**src/hw/rtl/jst_pkg.sv**
```systemverilog
// ----------------------------------------------------------------------------
// JSON structure tracker package
// Shared constants, codes and types of the structure tracker.
// ----------------------------------------------------------------------------
package jst_pkg;

	localparam int STACK_DEPTH = 16;
	localparam int CNT_W = $clog2(STACK_DEPTH + 1);

	localparam logic [7:0] CH_OBJ_OPEN = 8'h7B;
	localparam logic [7:0] CH_ARR_OPEN = 8'h5B;
	localparam logic [7:0] CH_OBJ_CLOSE = 8'h7D;
	localparam logic [7:0] CH_ARR_CLOSE = 8'h5D;
	localparam logic [7:0] CH_QUOTE = 8'h22;
	localparam logic [7:0] CH_COLON = 8'h3A;

	typedef enum logic [1:0] {
		KIND_NONE   = 2'd0,
		KIND_OBJECT = 2'd1,
		KIND_ARRAY  = 2'd2,
		KIND_KEY    = 2'd3
	} kind_t;

	typedef enum logic [1:0] {
		MODE_WAIT   = 2'd0,
		MODE_PARSE  = 2'd1,
		MODE_STRING = 2'd2
	} mode_t;

	typedef enum logic [1:0] {
		ST_OK    = 2'd0,
		ST_FULL  = 2'd1,
		ST_EMPTY = 2'd2
	} status_t;

	typedef enum logic [1:0] {
		ROLE_OTHER = 2'd0,
		ROLE_KEY   = 2'd1,
		ROLE_VALUE = 2'd2,
		ROLE_ENTRY = 2'd3
	} role_t;

	typedef enum logic [1:0] {
		SH_HOLD = 2'd0,
		SH_PUSH = 2'd1,
		SH_POP1 = 2'd2,
		SH_POP2 = 2'd3
	} shift_op_t;

	typedef struct packed {
		shift_op_t op;
		kind_t     kind;
	} stack_cmd_t;

	typedef struct packed {
		kind_t k0;
		kind_t k1;
		kind_t k2;
	} stack_view_t;

	typedef struct packed {
		status_t    status;
		logic [4:0] depth;
		kind_t      top_kind;
		logic [7:0] string_byte;
		logic       string_byte_valid;
		logic       string_end;
		role_t      string_role;
	} result_t;

endpackage

```
**src/hw/rtl/jst_cell.sv**
```systemverilog
// ----------------------------------------------------------------------------
// Stack cell
// One entry of the shifting kind stack; takes its value from a neighbour or the pushed kind.
// ----------------------------------------------------------------------------
module jst_cell (
	input  logic             clk,
	input  jst_pkg::shift_op_t op,
	input  jst_pkg::kind_t   up,
	input  jst_pkg::kind_t   dn1,
	input  jst_pkg::kind_t   dn2,
	output jst_pkg::kind_t   kind
);

	jst_pkg::kind_t kind_q;

	always_ff @(posedge clk) begin
		unique case (op)
			jst_pkg::SH_PUSH: kind_q <= up;
			jst_pkg::SH_POP1: kind_q <= dn1;
			jst_pkg::SH_POP2: kind_q <= dn2;
			default:          kind_q <= kind_q;
		endcase
	end

	assign kind = kind_q;

endmodule

```
**src/hw/rtl/jst_ctrl.sv**
```systemverilog
// ----------------------------------------------------------------------------
// Parser control
// Holds the parse mode and stack count, decodes each byte into a stack
// command and forms the result of the beat.
// ----------------------------------------------------------------------------
module jst_ctrl (
	input  logic                    clk,
	input  logic                    arst_n,
	input  logic                    fire,
	input  logic [7:0]              ch,
	input  jst_pkg::stack_view_t    view,
	output jst_pkg::stack_cmd_t     cmd,
	output jst_pkg::result_t        res
);

	jst_pkg::mode_t mode_q, mode_d;
	logic [jst_pkg::CNT_W-1:0] count_q, count_d;

	always_ff @(posedge clk or negedge arst_n) begin
		if (!arst_n) begin
			mode_q <= jst_pkg::MODE_WAIT;
			count_q <= '0;
		end else if (fire) begin
			mode_q <= mode_d;
			count_q <= count_d;
		end
	end

	always_comb begin
		logic is_open, is_close, has_room, ge2, ge3;
		jst_pkg::kind_t top, next_top;
		jst_pkg::shift_op_t op;

		is_open = (ch == jst_pkg::CH_OBJ_OPEN) || (ch == jst_pkg::CH_ARR_OPEN);
		is_close = (ch == jst_pkg::CH_OBJ_CLOSE) || (ch == jst_pkg::CH_ARR_CLOSE);
		has_room = count_q < jst_pkg::CNT_W'(jst_pkg::STACK_DEPTH);
		ge2 = count_q >= jst_pkg::CNT_W'(2);
		ge3 = count_q >= jst_pkg::CNT_W'(3);
		top = (count_q != '0) ? view.k0 : jst_pkg::KIND_NONE;
		next_top = ge2 ? view.k1 : jst_pkg::KIND_NONE;

		op = jst_pkg::SH_HOLD;
		mode_d = mode_q;
		cmd.kind = (ch == jst_pkg::CH_OBJ_OPEN) ? jst_pkg::KIND_OBJECT : jst_pkg::KIND_ARRAY;
		res.status = jst_pkg::ST_OK;
		res.string_byte = '0;
		res.string_byte_valid = 1'b0;
		res.string_end = 1'b0;
		res.string_role = jst_pkg::ROLE_OTHER;

		if (mode_q == jst_pkg::MODE_STRING) begin
			if (ch == jst_pkg::CH_QUOTE) begin
				res.string_end = 1'b1;
				mode_d = jst_pkg::MODE_PARSE;
				unique case (top)
					jst_pkg::KIND_OBJECT: res.string_role = jst_pkg::ROLE_KEY;
					jst_pkg::KIND_ARRAY:  res.string_role = jst_pkg::ROLE_ENTRY;
					jst_pkg::KIND_KEY: begin
						res.string_role = jst_pkg::ROLE_VALUE;
						op = jst_pkg::SH_POP1;
					end
					default: res.string_role = jst_pkg::ROLE_OTHER;
				endcase
			end else begin
				res.string_byte = ch;
				res.string_byte_valid = 1'b1;
			end
		end else if (mode_q == jst_pkg::MODE_WAIT && !is_open) begin
			op = jst_pkg::SH_HOLD;
		end else if (is_open) begin
			if (has_room) begin
				op = jst_pkg::SH_PUSH;
				mode_d = jst_pkg::MODE_PARSE;
			end else begin
				res.status = jst_pkg::ST_FULL;
			end
		end else if (is_close) begin
			if (count_q == '0) begin
				res.status = jst_pkg::ST_EMPTY;
			end else if (next_top == jst_pkg::KIND_KEY) begin
				op = jst_pkg::SH_POP2;
			end else begin
				op = jst_pkg::SH_POP1;
			end
		end else if (ch == jst_pkg::CH_QUOTE) begin
			mode_d = jst_pkg::MODE_STRING;
		end else if (ch == jst_pkg::CH_COLON && top == jst_pkg::KIND_OBJECT) begin
			if (has_room) begin
				op = jst_pkg::SH_PUSH;
				cmd.kind = jst_pkg::KIND_KEY;
			end else begin
				res.status = jst_pkg::ST_FULL;
			end
		end

		unique case (op)
			jst_pkg::SH_PUSH: begin
				count_d = count_q + jst_pkg::CNT_W'(1);
				res.top_kind = cmd.kind;
			end
			jst_pkg::SH_POP1: begin
				count_d = count_q - jst_pkg::CNT_W'(1);
				res.top_kind = next_top;
			end
			jst_pkg::SH_POP2: begin
				count_d = count_q - jst_pkg::CNT_W'(2);
				res.top_kind = ge3 ? view.k2 : jst_pkg::KIND_NONE;
			end
			default: begin
				count_d = count_q;
				res.top_kind = top;
			end
		endcase

		res.depth = 5'(count_d);
		cmd.op = fire ? op : jst_pkg::SH_HOLD;
	end

endmodule

```
**src/hw/rtl/jst_out_buf.sv**
```systemverilog
// ----------------------------------------------------------------------------
// Result buffer
// Output register with a skid entry, so that a beat is taken while the
// previous result waits on a stalled receiver.
// ----------------------------------------------------------------------------
module jst_out_buf (
	input  logic             clk,
	input  logic             arst_n,
	input  logic             push,
	input  jst_pkg::result_t din,
	output logic             full,
	output logic             valid,
	input  logic             stall,
	output jst_pkg::result_t dout
);

	logic main_v_q, skid_v_q;
	jst_pkg::result_t main_q, skid_q;
	logic pop;

	assign pop = main_v_q && !stall;

	always_ff @(posedge clk or negedge arst_n) begin
		if (!arst_n) begin
			main_v_q <= 1'b0;
			skid_v_q <= 1'b0;
		end else begin
			if (!main_v_q || pop) begin
				main_v_q <= skid_v_q || push;
				skid_v_q <= skid_v_q && push;
			end else begin
				skid_v_q <= skid_v_q || push;
			end
		end
	end

	always_ff @(posedge clk) begin
		if (!main_v_q || pop) begin
			if (skid_v_q) begin
				main_q <= skid_q;
				skid_q <= din;
			end else begin
				main_q <= din;
			end
		end else if (push) begin
			skid_q <= din;
		end
	end

	assign full = skid_v_q;
	assign valid = main_v_q;
	assign dout = main_q;

endmodule

```
**src/hw/rtl/json_structure_tracker_top.sv**
```systemverilog
// ----------------------------------------------------------------------------
// JSON structure tracker
// Follows the nesting of a JSON byte stream and passes string content out.
// ----------------------------------------------------------------------------
// The input channel carries one byte of JSON text per beat (ch, byte_valid,
// byte_stall); the output channel carries exactly one result per input beat
// (res_valid, res_stall and the result fields), in order.
// A result is registered in the output buffer when its byte is taken, and the
// block takes one byte every cycle while the receiver keeps up.
// The kind stack is a row of cells that shift as a whole on each push or
// pop, so every byte is settled as it is taken.
// Two results are held at the output: when the receiver stalls, the block
// takes one further byte and then raises byte_stall until a result leaves.
// Reset empties the stack, drops any held results and returns the parser to
// waiting for the first brace or bracket; no clearing pass is needed.
// ----------------------------------------------------------------------------
module json_structure_tracker_top (
	input  logic       clk,
	input  logic       arst_n,
	input  logic [7:0] ch,
	input  logic       byte_valid,
	output logic       byte_stall,
	output logic [1:0] status,
	output logic [4:0] depth,
	output logic [1:0] top_kind,
	output logic [7:0] string_byte,
	output logic       string_byte_valid,
	output logic       string_end,
	output logic [1:0] string_role,
	output logic       res_valid,
	input  logic       res_stall
);

	localparam int D = jst_pkg::STACK_DEPTH;

	logic fire;
	jst_pkg::stack_cmd_t cmd;
	jst_pkg::stack_view_t view;
	jst_pkg::result_t res, res_out;
	jst_pkg::kind_t kind_w [D];
	jst_pkg::kind_t up_w [D];
	jst_pkg::kind_t dn1_w [D];
	jst_pkg::kind_t dn2_w [D];

	assign fire = byte_valid && !byte_stall;

	for (genvar i = 0; i < D; i++) begin : g_cell
		if (i == 0) begin : g_first
			assign up_w[i] = cmd.kind;
		end else begin : g_rest
			assign up_w[i] = kind_w[i-1];
		end
		if (i + 1 < D) begin : g_dn1
			assign dn1_w[i] = kind_w[i+1];
		end else begin : g_dn1_end
			assign dn1_w[i] = jst_pkg::KIND_NONE;
		end
		if (i + 2 < D) begin : g_dn2
			assign dn2_w[i] = kind_w[i+2];
		end else begin : g_dn2_end
			assign dn2_w[i] = jst_pkg::KIND_NONE;
		end
		jst_cell u_cell (
			.clk  (clk),
			.op   (cmd.op),
			.up   (up_w[i]),
			.dn1  (dn1_w[i]),
			.dn2  (dn2_w[i]),
			.kind (kind_w[i])
		);
	end

	assign view.k0 = kind_w[0];
	assign view.k1 = kind_w[1];
	assign view.k2 = dn1_w[1];

	jst_ctrl u_ctrl (
		.clk    (clk),
		.arst_n (arst_n),
		.fire   (fire),
		.ch     (ch),
		.view   (view),
		.cmd    (cmd),
		.res    (res)
	);

	jst_out_buf u_out_buf (
		.clk    (clk),
		.arst_n (arst_n),
		.push   (fire),
		.din    (res),
		.full   (byte_stall),
		.valid  (res_valid),
		.stall  (res_stall),
		.dout   (res_out)
	);

	assign status = res_out.status;
	assign depth = res_out.depth;
	assign top_kind = res_out.top_kind;
	assign string_byte = res_out.string_byte;
	assign string_byte_valid = res_out.string_byte_valid;
	assign string_end = res_out.string_end;
	assign string_role = res_out.string_role;

	a_depth_bound: assert property (@(posedge clk) disable iff (!arst_n)
		res_valid |-> depth <= 5'(D))
		else $error("reported depth exceeds the stack size");

	a_string_excl: assert property (@(posedge clk) disable iff (!arst_n)
		res_valid |-> !(string_byte_valid && string_end))
		else $error("string content and string end in one beat");

	a_empty_close: assert property (@(posedge clk) disable iff (!arst_n)
		res_valid && status == jst_pkg::ST_EMPTY |->
			depth == 5'd0 && top_kind == jst_pkg::KIND_NONE)
		else $error("empty close reported with a non-empty stack");

	a_stall_held: assert property (@(posedge clk) disable iff (!arst_n)
		byte_stall |-> res_valid)
		else $error("input stalled with no result waiting");

endmodule

```
**config.mk**
```make
export PLATFORM = sky130hd
export DESIGN_NAME = json_structure_tracker_top
export DESIGN_NICKNAME = d
export VERILOG_FILES = /design/src/hw/rtl/jst_pkg.sv /design/src/hw/rtl/jst_cell.sv /design/src/hw/rtl/jst_ctrl.sv /design/src/hw/rtl/jst_out_buf.sv /design/src/hw/rtl/json_structure_tracker_top.sv
export SDC_FILE = /design/constraint.sdc
export NUM_CORES = 1
export LEC_CHECK = 0
export ABC_AREA = 1
export BUFFER_PORTS_ARGS = -buffer_cell sky130_fd_sc_hd__buf_2
export CAP_MARGIN = 25
export CELL_PAD_IN_SITES_DETAIL_PLACEMENT = 1
export CELL_PAD_IN_SITES_GLOBAL_PLACEMENT = 1
export CORE_ASPECT_RATIO = 0.7
export CORE_MARGIN = 4
export CORE_UTILIZATION = 49
export DETAILED_ROUTE_END_ITERATION = 16
export PLACE_DENSITY_LB_ADDON = 0.3
export SYNTH_ARGS = -nofsm -noshare
export SYNTH_HDL_FRONTEND = slang
export SYNTH_HIERARCHICAL = 1
export SYNTH_SLANG_ARGS = --single-unit
```
**constraint.sdc**
```tcl
create_clock -name clk -period 5.8 [get_ports clk]
set_input_delay 0.29 -clock clk [delete_from_list [all_inputs] [get_ports clk]]
set_output_delay 0.29 -clock clk [all_outputs]
set_load 0.01 [all_outputs]
```
==> results.py <==
metrics = {
    "power": {
        "p_leak_uw": 0.00240,
        "irDropWorstVdd_v": 0.000304,
        "p_per_area_nw_per_um2": 360,
    },
    "job": {
        "cap_violations": 0,
    },
    "yosys": {
        "netlist.area_leader.share_pct": 48.2,
        "seq_area_frac_synth_pct": 53.1,
        "muxShareOfSynthArea_pct": 0,
        "synth_compound_area_share_pct": 4.13,
        "synth_top_area_cell": "edfxtp_1",
        "syn_avg_cell_area_sq_um": 8.44,
        "yosysUniqueCellTypes": 31,
        "synth_top_family_by_area": "simple AND/OR/NAND/NOR gates",
        "synth_warnings": 6,
        "syn-cell-area_sq_um": 4610,
        "ys_top_cells_by_area": "edfxtp_1, nand2_1, nand3_1",
        "ys_ff_latch": 83,
        "yosys.area_share.adder_pct": 2.71,
        "syn-instance-count": 546,
        "synth_xor_area_share_pct": 0.380,
        "yosys.area_share.simple_pct": 32.6,
    },
    "cts": {
        "cts_buffers": 9,
        "root_buffer": "clkbuf_16",
        "insertion_delay_ns": 0.33,
        "cts_buffer_depth": 2,
        "cts.repair.resized": 0,
        "cts.clk_slew.worst_paths_ns": 0.06,
        "htreeDepth": 3,
        "cts_sinks": 83,
        "cts_tree": "done",
    },
    "drt": {
        "post_drt_wl_per_cell_um": 17.4,
        "routed_via_density": 5.52,
        "dr.pass1.iters": 5,
        "drc": 0,
        "initialDrtViolationCount": 278,
        "totalWireLength_um": 12600,
        "antenna_left": 0,
        "vias": 3989,
    },
    "layout": {
        "diodes": 0,
        "final-instance-count-excl-fill": 722,
        "nets": 615,
        "area_growth_pct": 14.6,
        "n_fill_cell": 1094,
        "final_core_util_pct": 58.0,
        "drive_above_1_share_pct": 15.2,
    },
    "critical_path": {
        "arrival_ns": 4.22,
        "r2r-start": "u_ctrl/count_q[1]",
        "rrSetupSlack_ns": 1.78,
        "crit_top_cell": "nand2_1",
        "slowest_stage": "dfrtp_1",
        "startpoint_type": "flip-flop",
        "cp_top_family": "simple AND/OR/NAND/NOR gates",
        "rr_worst_depth": 26,
        "path_class": "flip-flop to flip-flop",
        "reg2reg_to": "u_out_buf/dout[18]",
        "cp_data_required_time_ns": 6.00,
        "endpoint_kind": "flip-flop",
        "crit_fanout": 8,
        "cp.buffers_inverters": 3,
        "worst-path-stages": 26,
        "cp_slowest_stage_delay_ns": 0.47,
    },
    "sta": {
        "setup_viol": 0,
        "holdWs_ns": 0.355,
        "hold_viol_final": 0,
        "finalMaxSlewViolations": 0,
        "rsz0062_at_grt": "false",
        "period_minus_slack_ns": 4.02,
        "finalCritPeriodShare_pct": 69.3,
        "fin_skew_ns": 0.00543,
        "setup_tns_ns": 0,
        "fmax_ghz": 0.249,
        "slew_headroom_pct": 38.3,
        "worstMarginPinSlew_ns": 0.923,
    },
    "global_route": {
        "grt_pass1_wl_um": 20500,
        "track_usage_pct": 24.0,
        "overflow": 0,
        "antenna_found_initial": 0,
        "grt_max_degree": 49,
        "grt_pass1_vias": 4068,
    },
    "floorplan": {
        "die_y_um": 89.1,
        "start_util_pct": 50.6,
        "pin_count": 35,
        "core_sq_um": 9110,
        "dieArea_sq_um": 11000,
        "row_count": 29,
        "die_w_um": 124,
    },
    "status": {
        "status": "completed",
    },
    "placed_design": {
        "port_buffers": 34,
        "dp_hpwl_um": 9210,
        "post-place-cells": 704,
        "gp_congestion": 0.911,
    },
    "worst_hold_path": {
        "hp-class": "primary input to async pin",
    },
}
[worst max path at each step]
| stage | startpoint | end | slack (ns) |
|---|---|---|---|
| 2_1_floorplan | u_ctrl/count_q[1] | g_cell[0].u_cell/kind[0] | 2.18 |
| 6_report | u_ctrl/count_q[1] | u_out_buf/dout[18] | 1.78 |
| 4_1_cts | u_ctrl/count_q[1] | u_out_buf/dout[18] | 1.86 |
| 3_5_place_dp | u_ctrl/count_q[1] | u_out_buf/dout[18] | 1.91 |
| 5_1_grt | u_ctrl/count_q[1] | u_out_buf/dout[18] | 1.40 |
| 3_3_place_gp | u_ctrl/count_q[1] | u_out_buf/dout[18] | 2.25 |
[power by group]
group | internal, uW | total (uW) | switching [uW] | leakage (uW)
Sequential | 812 | 857 | 44.6 | 0.000839
Clock | 374 | 601 | 227 | 0.000148
Combinational | 137 | 445 | 308 | 0.00141
[registers in the layout, summed over array words and instances (netlist names)]
signal	flops
g_cell.u_cell/kind	32
u_ctrl/count_q	5
u_ctrl/mode_q	2
u_out_buf/dout	21
u_out_buf/full	1
u_out_buf/skid_q	21
u_out_buf/valid	1
[what timing repair did]
| item | in CTS | in global routing |
|---|---|---|
| setup buffers | 0 | 0 |
| hold buffers | 1 | 0 |
| hold endpoints to repair | 9 | 0 |
[cells in the final DEF (no fill, tap or decap), types with 2 or more instances in the layout]
cell and n:
a21oi_1 9, nand3_2 2, clkinv_1 2, nor3_1 5, o21ai_2 3, nor2_2 4, a22oi_1 2, a21boi_0 3
inv_2 21, ha_1 10, nand4_1 4, clkbuf_16 9, dfrtp_1 9, nand3_1 114, o21ai_0 14, conb_1 6
edfxtp_1 74, nand2_2 5, nand3b_1 2, buf_4 3, nand2_1 166, inv_1 48, bufinv_16 2, nor2_1 32
buf_2 34
[stage by stage]
stage          setup WS, ns  power [uW]  instance area [sq um]
5_1_grt                1.40        2000                   5280
2_1_floorplan          2.18        1130                   4630
4_1_cts                1.86        1900                   5250
3_5_place_dp           1.91        1300                   4930
3_3_place_gp           2.25        1260                   4920
6_report               1.78        1900                   5280
[kinds of logic after synthesis]
group                    after synthesis
AO/OA/AOI/OAI                         33
XOR/XNOR                               2
adder cells (fa/ha/maj)               10
buffers and inverters                 78
flip-flops                            83
other                                  1
AND/OR/NAND/NOR                      339
[cell usage after synthesis (all sizes together)]
cell type    n
nand2      172
nand3      116
edfxtp      74
inv         69
nor2        37
o21ai       17
ha          10
a21oi        9
buf          9
dfrtp        9
nor3         6
nand4        4
a21boi       3
a22oi        2
nand3b       2
or2          2
a31oi        1
a32oi        1
conb         1
xnor2        1
xor2         1
[metal layers]
metal / wire, um / track usage [%] / part of all wire [%] / up-vias
met1: 5820 / 32.3 / 46 / 1969
met2: 6000 / 39.8 / 48 / 95
li1: - / - / - / 1912
met4: 162 / 6.16 / 1.3 / 0
met5: 0 / 0 / 0 / -
met3: 610 / 5.50 / 4.8 / 13
[final cells by class]
class / instances / area, sq um / share of cell area (%)
clock buffers: 10 / 229 / 4.34
clock inverters: 6 / 80.1 / 1.52
multi-input cells: 390 / 1870 / 35.3
flip-flops and latches: 83 / 2450 / 46.3
repair buffers: 40 / 245 / 4.64
well taps: 124 / 155 / 2.94
inverters: 69 / 259 / 4.90
Power figures use the tool's default switching activity.
